**src/rtl/fcfs_pkg.sv**
```systemverilog
// Shared types, constants and helper functions of the FCFS / round-robin scheduler.
package fcfs_pkg;

    localparam int NUM_PROCS = 5;
    localparam int ID_W      = 3;
    localparam int CNT_W     = 16;
    localparam int LEN_W     = 3;
    localparam int SLICE_W   = 8;
    localparam int FUNC_W    = 2;

    localparam int S_DATA_W  = 24;
    localparam int M_DATA_W  = 48;

    localparam logic [SLICE_W-1:0] SLICE_MAX = '1;
    localparam logic [CNT_W-1:0]   CNT_MAX   = '1;

    // Step kinds carried on s_tuser.
    localparam logic [FUNC_W-1:0] FUNC_TICK     = 2'd0;
    localparam logic [FUNC_W-1:0] FUNC_TICK_ARR = 2'd1;
    localparam logic [FUNC_W-1:0] FUNC_ARRIVE   = 2'd2;

    // Register index selected by paddr[2].
    localparam logic REG_MODE    = 1'b0;
    localparam logic REG_QUANTUM = 1'b1;

    localparam logic MODE_FCFS = 1'b0;
    localparam logic MODE_RR   = 1'b1;

    // Bit positions of the result fields on m_tdata.
    localparam int M_RAN_LO    = 0;
    localparam int M_FIN_BIT   = 3;
    localparam int M_FPROC_LO  = 4;
    localparam int M_RESP_LO   = 7;
    localparam int M_WAIT_LO   = 23;
    localparam int M_SWITCH_BIT = 39;
    localparam int M_EMPTY_BIT = 40;

    typedef logic [ID_W-1:0]  id_t;
    typedef logic [CNT_W-1:0] cnt_t;

    typedef struct packed {
        logic       ready_empty;
        logic       switch_after;
        cnt_t       finished_wait;
        cnt_t       finished_resp;
        id_t        finished_proc;
        logic       finished;
        id_t        ran_proc;
    } result_t;

    function automatic cnt_t sat_inc(input cnt_t v);
        return (v == CNT_MAX) ? v : v + cnt_t'(1);
    endfunction

endpackage

```
**src/rtl/fcfs_rr_cpu_scheduler_top.sv**
```systemverilog
// Top level of the tick-driven FCFS / round-robin CPU scheduler.
// A tick transfer's result is registered and shows on m_tdata after the edge that accepts it.
// Throughput: one input transfer per cycle while s_tready is high; arrival-only steps produce no result.
// s_tready stays high while the result register is empty or being drained.
// Reset (aresetn low, synchronous) empties the ready queue, clears the running
// process, slice and per-process counters, and sets round-robin mode off, quantum 1.
module fcfs_rr_cpu_scheduler_top (
    input  logic                             aclk,
    input  logic                             aresetn,
    // Input channel.
    input  logic                             s_tvalid,
    output logic                             s_tready,
    // [2:0] arrival_proc, [18:3] arrival_burst, [23:19] zero.
    input  logic [fcfs_pkg::S_DATA_W-1:0]    s_tdata,
    // [1:0] func.
    input  logic [fcfs_pkg::FUNC_W-1:0]      s_tuser,
    // Result channel.
    output logic                             m_tvalid,
    input  logic                             m_tready,
    // [2:0] ran_proc, [3] finished, [6:4] finished_proc, [22:7] finished_resp,
    // [38:23] finished_wait, [39] switch_after, [40] ready_empty, [47:41] zero.
    output logic [fcfs_pkg::M_DATA_W-1:0]    m_tdata,
    // Configuration port.
    input  logic                             psel,
    input  logic                             penable,
    input  logic                             pwrite,
    input  logic [2:0]                       paddr,
    input  logic [31:0]                      pwdata,
    output logic [31:0]                      prdata,
    output logic                             pready
);

    localparam int N = fcfs_pkg::NUM_PROCS;

    // Configuration registers.
    logic                              mode_reg;
    logic [fcfs_pkg::SLICE_W-1:0]      quantum_reg;

    // Scheduler state.
    fcfs_pkg::id_t                     fifo_reg  [N];
    fcfs_pkg::id_t                     fifo_next [N];
    logic [fcfs_pkg::LEN_W-1:0]        count_reg, count_next;
    fcfs_pkg::id_t                     running_reg, running_next;
    logic [fcfs_pkg::SLICE_W-1:0]      slice_reg, slice_next;
    fcfs_pkg::cnt_t                    burst_reg [N];
    fcfs_pkg::cnt_t                    burst_next [N];
    fcfs_pkg::cnt_t                    run_reg  [N];
    fcfs_pkg::cnt_t                    run_next [N];
    fcfs_pkg::cnt_t                    resp_reg  [N];
    fcfs_pkg::cnt_t                    resp_next [N];
    fcfs_pkg::cnt_t                    wait_reg  [N];
    fcfs_pkg::cnt_t                    wait_next [N];

    // Result register.
    logic                              m_valid_reg;
    fcfs_pkg::result_t                 res_reg, res_next;

    // Step decode and intermediate values.
    logic                              s_accept;
    logic                              is_tick, do_arrive;
    fcfs_pkg::id_t                     a_proc, ran;
    fcfs_pkg::cnt_t                    a_burst;
    logic [N-1:0]                      queued;
    logic                              dup;
    fcfs_pkg::cnt_t                    ran_run, ran_burst, ran_resp, ran_wait;
    logic [fcfs_pkg::SLICE_W-1:0]      q_eff;
    logic                              fin, released;
    logic                              cfg_write;

    assign s_tready  = !m_valid_reg || m_tready;
    assign s_accept  = s_tvalid && s_tready;
    assign m_tvalid  = m_valid_reg;
    assign m_tdata   = {{(fcfs_pkg::M_DATA_W - $bits(fcfs_pkg::result_t)){1'b0}}, res_reg};

    assign a_proc    = s_tdata[2:0];
    assign a_burst   = s_tdata[18:3];
    assign is_tick   = (s_tuser == fcfs_pkg::FUNC_TICK) || (s_tuser == fcfs_pkg::FUNC_TICK_ARR);
    assign do_arrive = (s_tuser == fcfs_pkg::FUNC_TICK_ARR) || (s_tuser == fcfs_pkg::FUNC_ARRIVE);
    assign q_eff     = (quantum_reg == '0) ? fcfs_pkg::SLICE_W'(1) : quantum_reg;

    // APB: always ready, paddr[2] selects the register.
    assign pready    = 1'b1;
    assign cfg_write = psel && penable && pwrite && pready;
    assign prdata    = (paddr[2] == fcfs_pkg::REG_QUANTUM)
                     ? {24'd0, quantum_reg} : {31'd0, mode_reg};

    // One scheduler step. The order follows the tick semantics: dispatch, accounting,
    // arrival, then completion or preemption, with a preempted process queued last.
    always_comb begin
        fifo_next    = fifo_reg;
        count_next   = count_reg;
        running_next = running_reg;
        slice_next   = slice_reg;
        burst_next   = burst_reg;
        run_next     = run_reg;
        resp_next    = resp_reg;
        wait_next    = wait_reg;
        res_next     = res_reg;
        ran          = '0;
        queued       = '0;
        dup          = 1'b0;
        ran_run      = '0;
        ran_burst    = '0;
        ran_resp     = '0;
        ran_wait     = '0;
        fin          = 1'b0;
        released     = 1'b0;

        if (s_accept && is_tick) begin
            // Dispatch the head of the queue onto an idle CPU.
            if (running_reg == '0 && count_reg != '0) begin
                running_next = fifo_reg[0];
                for (int i = 0; i < N - 1; i++) begin
                    fifo_next[i] = fifo_reg[i+1];
                end
                fifo_next[N-1] = '0;
                count_next     = count_reg - fcfs_pkg::LEN_W'(1);
                slice_next     = '0;
            end
            ran = running_next;

            if (ran != '0) begin
                for (int p = 0; p < N; p++) begin
                    if (ran == fcfs_pkg::ID_W'(p + 1)) begin
                        run_next[p] = fcfs_pkg::sat_inc(run_reg[p]);
                    end
                end
                for (int i = 0; i < N; i++) begin
                    for (int p = 0; p < N; p++) begin
                        if ((fcfs_pkg::LEN_W'(i) < count_next) &&
                            (fifo_next[i] == fcfs_pkg::ID_W'(p + 1))) begin
                            queued[p] = 1'b1;
                        end
                    end
                end
                for (int p = 0; p < N; p++) begin
                    if (queued[p]) begin
                        if (run_reg[p] == '0) begin
                            resp_next[p] = fcfs_pkg::sat_inc(resp_reg[p]);
                        end
                        wait_next[p] = fcfs_pkg::sat_inc(wait_reg[p]);
                    end
                end
                if (slice_reg != fcfs_pkg::SLICE_MAX || slice_next == '0) begin
                    slice_next = slice_next + fcfs_pkg::SLICE_W'(1);
                end
            end
        end

        // Arrival: ignored for a bad id or a process already queued or running.
        if (s_accept && do_arrive) begin
            for (int i = 0; i < N; i++) begin
                if ((fcfs_pkg::LEN_W'(i) < count_next) && (fifo_next[i] == a_proc)) begin
                    dup = 1'b1;
                end
            end
            if (a_proc != '0 && a_proc <= fcfs_pkg::ID_W'(N) && a_proc != running_next
                && !dup) begin
                for (int p = 0; p < N; p++) begin
                    if (a_proc == fcfs_pkg::ID_W'(p + 1)) begin
                        burst_next[p] = (a_burst == '0) ? fcfs_pkg::CNT_W'(1) : a_burst;
                        run_next[p]   = '0;
                        resp_next[p]  = '0;
                        wait_next[p]  = '0;
                    end
                end
                for (int i = 0; i < N; i++) begin
                    if (fcfs_pkg::LEN_W'(i) == count_next) begin
                        fifo_next[i] = a_proc;
                    end
                end
                if (count_next < fcfs_pkg::LEN_W'(N)) begin
                    count_next = count_next + fcfs_pkg::LEN_W'(1);
                end
            end
        end

        if (s_accept && is_tick) begin
            for (int p = 0; p < N; p++) begin
                if (ran == fcfs_pkg::ID_W'(p + 1)) begin
                    ran_run   = run_next[p];
                    ran_burst = burst_reg[p];
                    ran_resp  = resp_reg[p];
                    ran_wait  = wait_reg[p];
                end
            end
            if (ran != '0) begin
                if (ran_run >= ran_burst) begin
                    fin          = 1'b1;
                    released     = 1'b1;
                    running_next = '0;
                    slice_next   = '0;
                end else if (mode_reg == fcfs_pkg::MODE_RR && slice_next >= q_eff) begin
                    released     = 1'b1;
                    running_next = '0;
                    slice_next   = '0;
                end
            end

            res_next.ran_proc      = ran;
            res_next.finished      = fin;
            res_next.finished_proc = fin ? ran : '0;
            res_next.finished_resp = fin ? ran_resp : '0;
            res_next.finished_wait = fin ? ran_wait : '0;
            res_next.switch_after  = released && (count_next != '0);

            // A preempted process rejoins behind any arrival of this tick.
            if (released && !fin) begin
                for (int i = 0; i < N; i++) begin
                    if (fcfs_pkg::LEN_W'(i) == count_next) begin
                        fifo_next[i] = ran;
                    end
                end
                if (count_next < fcfs_pkg::LEN_W'(N)) begin
                    count_next = count_next + fcfs_pkg::LEN_W'(1);
                end
            end
            res_next.ready_empty = (count_next == '0);
        end
    end

    always_ff @(posedge aclk) begin
        if (!aresetn) begin
            mode_reg    <= fcfs_pkg::MODE_FCFS;
            quantum_reg <= fcfs_pkg::SLICE_W'(1);
            count_reg   <= '0;
            running_reg <= '0;
            slice_reg   <= '0;
            m_valid_reg <= 1'b0;
            for (int p = 0; p < N; p++) begin
                fifo_reg[p] <= '0;
                run_reg[p]  <= '0;
                resp_reg[p] <= '0;
                wait_reg[p] <= '0;
            end
        end else begin
            if (cfg_write) begin
                if (paddr[2] == fcfs_pkg::REG_QUANTUM) begin
                    quantum_reg <= pwdata[7:0];
                end else begin
                    mode_reg <= pwdata[0];
                end
            end
            fifo_reg    <= fifo_next;
            count_reg   <= count_next;
            running_reg <= running_next;
            slice_reg   <= slice_next;
            run_reg     <= run_next;
            resp_reg    <= resp_next;
            wait_reg    <= wait_next;
            if (s_accept && is_tick) begin
                m_valid_reg <= 1'b1;
            end else if (m_tready) begin
                m_valid_reg <= 1'b0;
            end
        end
    end

    // Burst lengths are only read for processes that have arrived, so they need no reset.
    always_ff @(posedge aclk) begin
        burst_reg <= burst_next;
        res_reg   <= res_next;
    end

endmodule

```
**config.mk**
```make
export PLATFORM = sky130hd
export DESIGN_NAME = fcfs_rr_cpu_scheduler_top
export DESIGN_NICKNAME = d
export VERILOG_FILES = /design/src/rtl/fcfs_pkg.sv /design/src/rtl/fcfs_rr_cpu_scheduler_top.sv
export SDC_FILE = /design/constraint.sdc
export NUM_CORES = 1
export LEC_CHECK = 0
export BUFFER_PORTS_ARGS = -buffer_cell sky130_fd_sc_hd__buf_2
export CAP_MARGIN = 20
export CORE_UTILIZATION = 61
export DETAILED_ROUTE_END_ITERATION = 12
export GPL_TIMING_DRIVEN = 0
export PLACE_DENSITY = 0.87
export SYNTH_ARGS = -nofsm -noshare
export SYNTH_HDL_FRONTEND = slang
export SYNTH_SLANG_ARGS = --single-unit
```
**constraint.sdc**
```tcl
create_clock -name aclk -period 6.7 [get_ports aclk]
set_input_delay 0.67 -clock aclk [delete_from_list [all_inputs] [get_ports aclk]]
set_output_delay 0.67 -clock aclk [all_outputs]
set_load 0.02 [all_outputs]
```
# Yosys cells after proc, flatten, opt, wreduce, memory -nomap -nowiden
# Index checks and enable logic that the tools add are counted.
[totals]
word_cells = 401
out_inout_bits = 83
reg_bits = 400
inputBits = 68
[op_classes]
addsub = 19
muxes = 181
bitwise = 1
magnitude_cmp = 15
n_eq_ne = 72
n_reduce_logical = 75
[ops]
columns = ["cell", "n"]
rows = [
  ["$mux 16", 73],
  ["$mux 80", 12],
  ["$add 16x1->16 const B", 15],
  ["$eq 16x16->1 const B", 15],
  ["$mux 15", 7],
  ["$logic_not 16->1", 6],
  ["$mux 8", 11],
  ["$mux 3", 28],
  ["$mux 1", 50],
  ["$eq 3x2->1 const B", 16],
  ["$eq 3x3->1 const B", 16],
  ["$logic_and 1x1->1", 42],
  ["$eq 3x1->1 const B", 8],
  ["$ge 16x16->1", 1],
  ["$logic_not 8->1", 2],
  ["$eq 3x3->1", 5],
  ["$reduce_and 3->1", 5],
  ["$reduce_bool 3->1", 5],
  ["$eq 2x3->1 const A", 4],
  ["$logic_not 3->1", 4],
  ["$lt 1x3->1 const A", 4],
  ["$lt 2x3->1 const A", 4],
  ["$add 8x1->8 const B", 1],
  ["$ge 8x8->1", 1],
  ["other kinds (17)", 28],
]

# Logic depth before layout (Yosys ltp)
[depth]
word_depth = 33
ltp_mapped = 26
depth_no_buf = 23

# Least setup slack after synthesis
# No wires, ideal clock.
[synth_timing]
path_kind = "input to register"
startpoint = "input port m_tready"
endpoint = "register fifo_reg[12] (netlist bit)"
n_path_buf = 1
t_required_ns = 6.559
setup_time_ns = 0.141
path_slack_ns = 0.640
stages = 20
t_arrival_ns = 5.919
path_cell_list = "nand2b_1 -> o211ai_2 -> inv_2 -> buf_2 -> nor3_1 -> a21oi_1 -> nand3_1 -> nor3_2 -> and3_1 -> o21ai_0 -> o31a_1 -> ha_1 -> nor2b_1 -> o21ai_0 -> nand2b_1 -> a211oi_1 -> nor3b_2 -> nand2_1 -> a211oi_1 -> o21ai_0"
[synth_between]
elab_chain_cells = 30
elab_cells_between_ends = 85
classes_between = "add/sub (1); order compare (8); eq/ne (11); mux (47); reduce/logical (18)"
[synth_lines]
columns = ["item", "line", "rtl"]
rows = [
  ["start: declaration", "fcfs_rr_cpu_scheduler_top.sv:19", "input logic m_tready,"],
  ["$logic_or 1x1->1 (*)", "fcfs_rr_cpu_scheduler_top.sv:70", "assign s_tready = !m_valid_reg || m_tready;"],
  ["$logic_and 1x1->1 (*)", "fcfs_rr_cpu_scheduler_top.sv:71", "assign s_accept = s_tvalid && s_tready;"],
  ["$logic_and 1x1->1", "fcfs_rr_cpu_scheduler_top.sv:109, fcfs_rr_cpu_scheduler_top.sv:178", ""],
  ["$mux 3 / $mux 15 (equally long branches)", "fcfs_rr_cpu_scheduler_top.sv:109", "if (s_accept && is_tick) begin"],
  ["$lt 1x3->1 / $eq 3x3->1 (equally long branches)", "fcfs_rr_cpu_scheduler_top.sv:153", "if ((fcfs_pkg::LEN_W'(i) < count_next) && (fifo_next[i] == a_proc)) begin"],
  ["$logic_and 1x1->1", "fcfs_rr_cpu_scheduler_top.sv:153", ""],
  ["$mux 1 (5 in series)", "fcfs_rr_cpu_scheduler_top.sv:153", ""],
  ["$mux 1", "fcfs_rr_cpu_scheduler_top.sv:151", "if (s_accept && do_arrive) begin"],
  ["(+10 left out)", "-", ""],
  ["$ge 16x16->1", "fcfs_rr_cpu_scheduler_top.sv:188", "if (ran_run >= ran_burst) begin"],
  ["$mux 1", "fcfs_rr_cpu_scheduler_top.sv:188", ""],
  ["$mux 1", "fcfs_rr_cpu_scheduler_top.sv:187", "if (ran != '0) begin"],
  ["$mux 1", "fcfs_rr_cpu_scheduler_top.sv:178", "if (s_accept && is_tick) begin"],
  ["$logic_not 1->1", "fcfs_rr_cpu_scheduler_top.sv:208", "if (released && !fin) begin"],
  ["$logic_and 1x1->1", "fcfs_rr_cpu_scheduler_top.sv:208", ""],
  ["$mux 15", "fcfs_rr_cpu_scheduler_top.sv:208", ""],
  ["$mux 15 (*)", "fcfs_rr_cpu_scheduler_top.sv:178", ""],
  ["end signal: assignment", "fcfs_rr_cpu_scheduler_top.sv:244", "fifo_reg <= fifo_next;"],
  ["end: declaration", "fcfs_rr_cpu_scheduler_top.sv:40", "fcfs_pkg::id_t fifo_reg [N];"],
]
# Mark *: on every way between the ends. The rest lies on a longest branch, timed or not. The select of a mux whose other input is x is not followed.
# A chain may end at the register's enable or synchronous reset.

# Final worst setup path
[layout_timing]
startpoint = "register count_reg[0] (netlist bit)"
endpoint = "register res_reg (netlist bit m_tdata[13]), data pin"
[layout_between]
elab_chain_cells = 27
elab_cells_between_ends = 85
classes_between = "add/sub (1); order compare (6); eq/ne (16); mux (50); reduce/logical (12)"
[layout_lines]
columns = ["item", "line", "rtl"]
rows = [
  ["start: declaration", "fcfs_rr_cpu_scheduler_top.sv:42", "logic [fcfs_pkg::LEN_W-1:0] count_reg, count_next;"],
  ["start signal: assignment", "fcfs_rr_cpu_scheduler_top.sv:245", "count_reg <= count_next;"],
  ["branches (longest 27 deep; another with $sub 3x1->3)", "-", ""],
  ["end signal: assignment", "fcfs_rr_cpu_scheduler_top.sv:262", "res_reg <= res_next;"],
  ["end: declaration", "fcfs_rr_cpu_scheduler_top.sv:56", "fcfs_pkg::result_t res_reg, res_next;"],
]
# Parallel ways; which one is timed is not known. The select of a mux whose other input is x is not followed.

==> results.md <==
* Crit share post-route at 97.3%
* Storage element area at between 9000 and 10000 um2
* Detailed-route wire length per cell at 21.0 um
* Post-Synthesis Cells at approximately 2500
* Pleak at 8.68 nW
* Worst-Margin Slew at 1.12 ns
* Initial antenna violation count at 0
* Tightest slew margin relative to the limit at 25.6%
* Pwr Density at between 200 and 250 nW/um2
* Outcome: completed
* DRC viols at 0
* Pre-CTS setup slack at -1.60 ns
* Antenna-violating nets left at 0
* Clock Tree Buf Depth at 3
* Setup Viol. Count Final at 0
* Hold Path Depth at 3
* Hold crit path type: in -> reg
* Async S/R FF share, synth at 0%
* Area leader, netlist: dfxtp_1
* Die area at 36200 um2
* Worst setup margin at 0.182 ns
* Post-Route WL at ~67000 um
* Post-synthesis cell type count at 80
* CTS Root Cell: clkbuf_16
* Synth area leaders: dfxtp_1 (26%), edfxtp_1 (17%), nor2_1 (6.3%)
* Core Region at 34700 um2
* First-pass GRT wire length at 104000 um
* Synth Register Bits at 400
* Syn Std Cell Area at 21600 um2
* Reg2reg path depth at 25
* Yosys top cell area share at 25.8%
* Fin crit period at 6.52 ns
* Seq/Total Area, Yosys at 42.6%
* Nets at 2817
* Most instantiated cells after synthesis: nor2_1 (361), nand2_1 (286), dfxtp_1 (279)
* Worst-path fanout max at 10
* R2r setup slk at 0.18 ns
* Initial Util at 62.4%
* Clock skew at 0.0256 ns
* Startpoint class of the critical path: flip-flop
* Worst-Skew Late Latency at ~0.60 ns
* I/O pin count at 151
* Die width at 190 um
* Worst Setup End Kind: flip-flop
* GR Overflow Total at 0
* Largest net degree at the start of global routing at 40
* VDD IR max at between 0.2 and 0.25 mV
* Die H at about 190 um
* Clk slew on worst S/H paths at 0.06 ns
* Placer Congestion at 1.02
* HPWL after DPL at 48200 um
* Final TNS setup at 0 ns
* Layout fillers at 2674
* Top_reg_cell synth: dfxtp_1
* Post-synth EDFFs at 121
* Final slew viol count at 0
* Max Cap Viol at 0
* Multi-input gate area at ~12000 um2
* Max Freq at 153 MHz
* H-tree level count at 2
* Layout cell share with drive strength beyond 1 at 11.2%
* Ant. Diodes at 0
* Rows at 68
* Arrival time of the worst setup path at 6.83 ns
* Worst EP required at 7.01 ns
* # clock sinks at 400
* CTS tree: done
* Setup Crit Path Kind: reg -> reg
* Final hold violation count at 0
* Mean post-synth cell area at 8.61 um2
* 1st-iter DRT viols at between 2000 and 2500
* Cell with the most instances after synthesis: nor2_1
* Ys Warns at 0
* DRT Pass-1 Iters at 9
* Global Route Usage Sum at between 30% and 40%
* Via count at around 20000
* I/O Buffers at 85
* Vias in the first global route at 19063
* TritonCTS buffer count at 42
* Synthesis-to-layout area growth at 13.2%
* Vias per inst at 6.40
## final timing paths
path,end,from
min reg2reg,quantum_reg[1],quantum_reg[1]
max reg2reg,m_tdata[13],count_reg[0]
min,quantum_reg[0],pwdata[0]
max,m_tdata[13],count_reg[0]
## cell families (layout without fill, tap and decap cells)
family / after synthesis / after routing / synth area share (%)
and+or+nand+nor: 1141 / 1141 / 25.1
xor gates and xnor gates: 201 / 201 / 8.13
other: 2 / 32 / 0.0347
buffers and inverters: 235 / 415 / 5.21
muxes: 52 / 52 / 2.46
DFF: 400 / 400 / 42.6
adders and majority gates: 58 / 58 / 3.35
AOI/OAI and AO/OA: 426 / 426 / 13.2
## per-stage QoR
stage / area (um2) / cells / util, % / hold slack, ns / total power, mW
after floorplan: 21800 / 2545 / - / 0.436 / 2.98
after global placement: 22800 / 3085 / 65.5 / 0.445 / 3.15
after detailed placement: 22900 / 3095 / 66.0 / 0.458 / 3.17
after CTS: 24400 / 3175 / 70.3 / 0.316 / 5.57
after global routing: 24500 / 3180 / 70.6 / 0.332 / 5.74
final: 24500 / 3180 / 70.6 / 0.330 / 5.60
## routing by layer
metal | routed length (um) | part of all wire, % | track usage (%) | vias to the layer above
li1 | - | - | - | 9292
met1 | 26400 | 39 | 47.5 | 9615
met2 | 30200 | 45 | 58.3 | 1211
met3 | 6690 | 10 | 7.05 | 248
met4 | 3680 | 5.5 | 19.5 | 0
met5 | 0 | 0 | 0 | -
## layout make-up
| class | count | share of cell area (%) |
|---|---|---|
| Buffer | 171 | 3.65 |
| Clock buffer | 57 | 4.90 |
| Clock inverter | 21 | 0.914 |
| Inverter | 64 | 0.980 |
| Multi-Input combinational cell | 1910 | 47.1 |
| Sequential cell | 400 | 37.6 |
| Tap cell | 455 | 2.32 |
| Timing Repair Buffer | 102 | 2.47 |
## placed cells by master, fill, tap and decap left out, types with 51 or more instances in the layout
master / count
nor2_1: 357
nand2_1: 286
dfxtp_1: 277
a21oi_1: 144
nand3_1: 142
edfxtp_1: 121
xor2_1: 115
buf_2: 112
clkbuf_1: 96
xnor2_1: 86
and3_1: 69
o21ai_0: 67
nand4_1: 66
inv_1: 62
ha_1: 58
nor3_1: 51
buf_4: 51
## critical path, stage by stage (launching register included)
cell	delay, ns
dfxtp_2	0.44
inv_1	0.09
ha_1	0.24
nor2b_1	0.14
buf_2	0.19
nor3_2	0.24
buf_4	0.26
buf_6	0.18
a211oi_1	0.06
a41o_1	0.21
a21oi_1	0.31
nand3_1	0.27
nor3_4	0.37
a311oi_2	0.19
o32ai_1	0.26
o21ai_0	0.21
ha_1	0.37
a21o_1	0.19
a21oi_1	0.16
o21ai_0	0.18
a211oi_2	0.42
buf_4	0.22
nand2b_1	0.10
clkbuf_1	0.32
clkbuf_1	0.44
a21oi_1	0.13
## repair_timing
action / CTS / global route
setup buffers: 2 / 4
setup endpoints to repair: 65 / 54
pin swaps: 1 / 2
hold buffers: 0 / 0
hold endpoints to repair: 0 / 0
gates resized for setup: 12 / 22
## report_power, final
group | total [mW] | internal, mW | switching [mW] | leakage, nW
Combinational | 0.616 | 0.189 | 0.427 | 4.64
Sequential | 2.54 | 2.52 | 0.0207 | 3.34
Clock | 2.45 | 1.42 | 1.03 | 0.696
(Power assumes the default switching activity.)
